File: config.mk
export PLATFORM = sky130hd
export DESIGN_NAME = idil_cell
export DESIGN_NICKNAME = d
export VERILOG_FILES = /design/src/hdl/indexed_insert_delete_list_assert.svh /design/src/hdl/idil_pkg.sv /design/src/hdl/idil_cell.sv
export SDC_FILE = /design/constraint.sdc
export NUM_CORES = 1
export LEC_CHECK = 0
export BUFFER_PORTS_ARGS = -buffer_cell sky130_fd_sc_hd__buf_2
export CAP_MARGIN = 25
export CORE_ASPECT_RATIO = 1.4
export CORE_UTILIZATION = 35
export CTS_BUF_LIST = sky130_fd_sc_hd__clkbuf_8 sky130_fd_sc_hd__clkbuf_16
export CTS_CLUSTER_DIAMETER = 40
export CTS_CLUSTER_SIZE = 25
export DETAILED_ROUTE_END_ITERATION = 10
export PLACE_DENSITY = 0.81
export SLEW_MARGIN = 40
export SYNTH_ARGS = -nofsm -noshare
export SYNTH_HDL_FRONTEND = slang
export SYNTH_SLANG_ARGS = --single-unit
export TNS_END_PERCENT = 20
File: constraint.sdc
create_clock -name clk -period 5.3 [get_ports clk]
set_clock_uncertainty 0.15 [all_clocks]
set_input_delay 0.265 -clock clk [delete_from_list [all_inputs] [get_ports clk]]
set_output_delay 0.265 -clock clk [all_outputs]
set_load 0.02 [all_outputs]
File: src/hdl/indexed_insert_delete_list_assert.svh
// Assertion macros shared by the indexed insert/delete list RTL.
`ifndef INDEXED_INSERT_DELETE_LIST_ASSERT_SVH
`define INDEXED_INSERT_DELETE_LIST_ASSERT_SVH

`ifndef SYNTHESIS

// Same-cycle implication, checked out of reset.
`define IDIL_ASSERT_IMP(label, clk, rst_n, ante, cons) \
	label: assert property (@(posedge clk) disable iff (!rst_n) (ante) |-> (cons)) \
		else $error("idil: same-cycle check failed");

// Next-cycle implication, checked out of reset.
`define IDIL_ASSERT_NXT(label, clk, rst_n, ante, cons) \
	label: assert property (@(posedge clk) disable iff (!rst_n) (ante) |=> (cons)) \
		else $error("idil: next-cycle check failed");

`else

`define IDIL_ASSERT_IMP(label, clk, rst_n, ante, cons)
`define IDIL_ASSERT_NXT(label, clk, rst_n, ante, cons)

`endif

`endif

File: src/hdl/idil_pkg.sv
// Shared types and constants of the indexed insert/delete list.
package idil_pkg;

	localparam int VALUE_W = 32;
	localparam int POS_W   = 8;

	localparam logic [VALUE_W-1:0] READ_INVALID = '1;

	typedef enum logic [2:0] {
		REQ_READ     = 3'd0,
		REQ_INS_HEAD = 3'd1,
		REQ_INS_TAIL = 3'd2,
		REQ_INS_AT   = 3'd3,
		REQ_DELETE   = 3'd4
	} req_t;

	typedef enum logic [1:0] {
		ST_DONE    = 2'd0,
		ST_INVALID = 2'd1,
		ST_FULL    = 2'd2
	} status_t;

	typedef enum logic [1:0] {
		CELL_HOLD = 2'd0,
		CELL_INS  = 2'd1,
		CELL_DEL  = 2'd2
	} cell_op_t;

	// Broadcast to every cell of the chain.
	typedef struct packed {
		cell_op_t op;
		logic     rd_en;
	} cell_cmd_t;

endpackage

File: src/hdl/idil_cell.sv
// One positional cell of the list: hold, shift from a neighbor, or load.
module idil_cell import idil_pkg::*; #(
	parameter int IW  = 6,
	parameter int IDX = 0
) (
	input  logic               clk,
	input  cell_cmd_t          cmd,
	input  logic [IW-1:0]      at_idx,
	input  logic [IW-1:0]      rd_idx,
	input  logic [VALUE_W-1:0] new_value,
	input  logic [VALUE_W-1:0] left_value,
	input  logic [VALUE_W-1:0] right_value,
	output logic [VALUE_W-1:0] value,
	output logic [VALUE_W-1:0] rd_data
);

	localparam logic [IW-1:0] MY_IDX = IW'(IDX);

	logic [VALUE_W-1:0] value_q;

	always_ff @(posedge clk) begin
		case (cmd.op)
			CELL_INS: begin
				if (MY_IDX > at_idx) begin
					value_q <= left_value;
				end else if (MY_IDX == at_idx) begin
					value_q <= new_value;
				end
			end
			CELL_DEL: begin
				if (MY_IDX >= at_idx) begin
					value_q <= right_value;
				end
			end
			default: begin
			end
		endcase
	end

	assign value   = value_q;
	// drive the shared read bus only when addressed
	assign rd_data = (cmd.rd_en && (rd_idx == MY_IDX)) ? value_q : '0;

endmodule

# Word-level counts from Yosys, hierarchy flattened
# Index checks and enable logic that the tools add are counted.
[op_classes]
order_cmp = 2
n_eq_ne = 4
mux = 5
reduce_logical = 5
[op_table]
columns = ["op", "count"]
rows = [
  ["$mux 32", 4],
  ["$pmux 32 s2", 1],
  ["$logic_not 6->1", 2],
  ["$ge 1x6->1 const A", 1],
  ["$gt 1x6->1 const A", 1],
  ["$ne 3x3->1 const B", 1],
  ["$reduce_and 3->1", 1],
  ["$eq 2x1->1 const B", 1],
  ["$eq 2x2->1 const B", 1],
  ["$ne 2x2->1 const B", 1],
  ["$reduce_bool 2->1", 1],
  ["$logic_and 1x1->1", 1],
]
[word_totals]
regBits = 32
in_bits = 112
output_inout_bits = 64
wordCells = 17

# Depth between registers and ports, before layout
[depth]
depth_word = 4
ltp_mapped = 4
mapped_depth_nobuf = 2

# Least setup slack after synthesis
# Ideal clock, no wire load.
[synth_path]
path_type = "in2reg"
from = "input at_idx[2]"
to = "register value_q[0], in the netlist value[0] (enable)"
setup_time_ps = 442
arrival_ps = 2651
required_ps = 4708
setup_slack_ps = 2057
cell_stages = 2
path_buffers = 0
cell_sequence = "or4_1 > nor4_2"
[synth_between]
elab_chain_cells = 3
elab_cells_between_ends = 6
cone_classes = "2 x order compare; 2 x eq/ne; 2 x reduce/logical"
[synth_rtl]
columns = ["element", "line", "text"]
rows = [
  ["start, declared", "idil_cell.sv:8", "input logic [IW-1:0] at_idx,"],
  ["$gt 1x6->1 (tied with other cells)", "idil_cell.sv:24", "if (MY_IDX > at_idx) begin"],
  ["$ne 3x3->1 (no line) or $ne 2x2->1 (tied branches)", "n/a", ""],
  ["$reduce_and 3->1 (no line) *", "n/a", ""],
  ["end signal, assigned", "idil_cell.sv:25", "value_q <= left_value;"],
  ["end signal, assigned", "idil_cell.sv:27", "value_q <= new_value;"],
  ["end signal, assigned", "idil_cell.sv:32", "value_q <= right_value;"],
  ["end, declared", "idil_cell.sv:19", "logic [VALUE_W-1:0] value_q;"],
]
# Mark *: on every way between the ends. The rest lies on a longest branch, timed or not.
# A chain may end at the register's enable or synchronous reset.

# Worst setup path in the final report
[layout_path]
from = "input rd_idx[2]"
to = "output rd_data[25]"
[layout_between]
elab_chain_cells = 3
[layout_rtl]
columns = ["element", "line", "text"]
rows = [
  ["start, declared", "idil_cell.sv:9", "input logic [IW-1:0] rd_idx,"],
  ["$logic_not 6->1", "idil_cell.sv:42", "assign rd_data = (cmd.rd_en && (rd_idx == MY_IDX)) ? value_q : '0;"],
  ["$logic_and 1x1->1", "idil_cell.sv:42", ""],
  ["$mux 32", "idil_cell.sv:42", ""],
  ["end, declared", "idil_cell.sv:14", "output logic [VALUE_W-1:0] rd_data"],
]
# Every way passes these cells.

==> qor_table.md <==
| Quantity | Reported |
|---|---|
| Met1 layer wirelength in the final routing | 1880 microns |
| Vias/cell | 4.97 |
| Relative contribution of combinational cells to total power | 14.1% |
| Area of the mapped netlist | 1800 sq um |
| Dpl ws | 3.19 ns |
| Starting DRC count in detailed routing | 46 |
| Die footprint | 5440 sq um |
| Largest register FFs | 32 |
| Type of the worst setup path | in2out |
| Library cells used by synthesis | 13 |
| Number of vias in the routed layout | 1596 |
| Setup slack of the critical path after layout | 3.15 ns |
| Part of the total power dissipated in sequential elements | 53.9% |
| Clock tree buffer depth | 2 |
| Hold-fix buffer count after cts | 0 |
| Placement row count | 30 |
| Routed WL per cell | 14.6 microns |
| Starting density of the core | 36.9% |
| Net switching power figure | 0.000114 W |
| Synthesized area per cell | 15.6 sq um |
| Total Routing Usage GR | 16.9% |
| Startpoint type of the worst setup path | input pin |
| Setup repair after global routing missed its margin | false |
| Path category of the worst min-delay check | in2reg |
| Worst IR Drop VDD | 0.122 mV |
| H-tree level count | 2 |
| Count of buffers from port buffering | 143 |
| PostCTS Resize Cnt | 0 |
| Data required time of the critical path | 4.89 ns |
| First-pass GRT wire length | 6940 microns |
| Final layout net count | 368 |
| Overall die height | 86.8 microns |
| Uppermost signal routing layer after detailed routing | met4 |
| Setup repair bufs after CTS | 0 |
| Met3 wire length | 348 microns |
| Synthesis-stage register bit count | 32 |
| Sum of negative setup slack | 0 ns |
| Horiz. Die Dim | 62.6 microns |
| ANT nets after route | 0 |
| Final wirelength | 4670 microns |
| Last weighted congestion value of the routability-driven placer | 0.695 |
| Area of the core region | 4880 sq um |
| Top Ports | 176 |
| Routed length on met2 | 2370 microns |
| Post-route DRC | 0 |
| Gate count after technology mapping | 115 |
| Number of search-and-repair iterations in the first detailed-routing pass | 3 |
| Ys Warns | 0 |
| Cell Area, Placed | 2570 sq um |
| Clock-pin slew reported for the worst setup and hold paths after clock tree synthesis | 0.06 ns |
| Register area share after synthesis | 53.4% |
| Result of the run | complete, no violations |
| Number of global-route vias before repair | 1453 |
| Final slew viol count | 0 |
| Layout Cell Area excl Fill | 2650 sq um |
| Inserted Diodes | 0 |
| Signal arrival time at the worst endpoint | 1.74 ns |
| Max-cap violation count | 0 |
| Shortest clock period the worst path allows after layout | 2.15 ns |
| CTS tree | yes |
| Buffer type at the clock tree root | clkbuf_8 |
| Post-layout power | 0.000525 W |
| Fraction of layout cells with a size suffix above 1 | 61.1% |
| Worst slack on hold paths | 0.124 ns |
| Lkg Pwr | 1.33 nW |
| Area growth from synthesis to layout | 47.1% |
| Total grt overflow | 0 |
| Post-DP HPWL | 3640 microns |
| Internal power summed over all cells | 0.000412 W |
| Tcrit/Tclk final | 40.6% |
| Maximum number of pins on one net before global-route repair | 33 |
| Maximum fanout along the worst path | 17 |
| Antenna violations before repair | 0 |
| Final hold viol count | 0 |
| Net Count, Synth | 227 |
| Measured slew at the worst slew-check pin | 0.697 ns |
| Finish-stage setup viols | 0 |
| Maximum clock frequency | 0.464 GHz |
| Proportion of total power due to net switching | 21.6% |
| Clk sink count | 32 |
| Number of buffers created by CTS | 5 |
| Clock network fraction of total power | 32.0% |
| PwrDens | 199 nW/um^2 |
| Category of the worst setup path capture point | primary output |
| Slew Limit Headroom | 53.3% |
[area by class of cell]
type / instances / area, sq um
Tap cell: 64 / 80.1
Multi-Input combinational cell: 70 / 759
Clock inverter: 3 / 11.3
Clock buffer: 5 / 68.8
Sequential cell: 32 / 961
Timing Repair Buffer: 147 / 766
Fill cell: 426 / 2230
[synth_stat cells]
library cell  instances  share of area (%)
and4b_1              32                 18
edfxtp_1             32                 53
mux2_1               30                 19
buf_6                 6                3.8
clkbuf_1              6                1.3
mux2_2                2                1.3
buf_2                 1               0.28
nor2_1                1               0.21
nor2b_1               1               0.35
nor4_2                1               0.70
nor4b_4               1                1.3
or4_1                 1               0.42
xnor2_1               1               0.49
[worst paths after layout]
check | start | endpoint | slack, ns | depth (start not counted)
max | rd_idx[2] | rd_data[25] | 3.15 | 5
min | new_value[11] | value[11]$_DFFE_PP_ | 0.12 | 2
[through the flow]
stage,std cells,util [%]
3_3_place_gp,311,51.9
5_1_grt,321,54.2
6_report,321,54.2
3_5_place_dp,313,52.6
4_1_cts,321,54.2
2_1_floorplan,115,-
[worst max-delay path: stages]
cell	delay, ns
buf_2	0.11
nor4b_4	0.65
buf_4	0.31
and4b_1	0.21
buf_2	0.17
[placed cells by master, fill, tap and decap left out]
cell type,instances
nor2b_4,1
clkinv_1,1
edfxtp_1,32
inv_1,2
nor2_1,1
nor4_4,1
nor4b_4,1
or4_1,1
mux2_1,30
mux2_2,2
buf_2,143
and4b_1,32
clkbuf_8,5
buf_16,1
buf_4,3
xnor2_1,1
[power by group through the flow]
stage	registers, W	logic (W)	clock network (W)
finish	0.000283	0.0000739	0.000168
global placement	0.000289	0.0000693	0
global route	0.000283	0.0000806	0.000186
floorplan	0.000291	0.0000343	0
detailed placement	0.000289	0.0000744	0
CTS	0.000283	0.0000750	0.000177
[per-layer routing]
metal / up-vias / global-route usage, %
met3: 8 / 4.21
met5: - / 0
met4: 0 / 6.98
met1: 727 / 18.5
li1: 756 / -
met2: 105 / 30.7
[kinds of logic (layout without fill, tap and decap cells)]
family        Yosys count  after routing  synth area share, %
mux                    32             32                 20.0
buf+inv                13            155                 5.28
simple gates           37             37                 20.8
flops                  32             32                 53.4
xor+xnor                1              1                0.487
(Power assumes the default switching activity.)
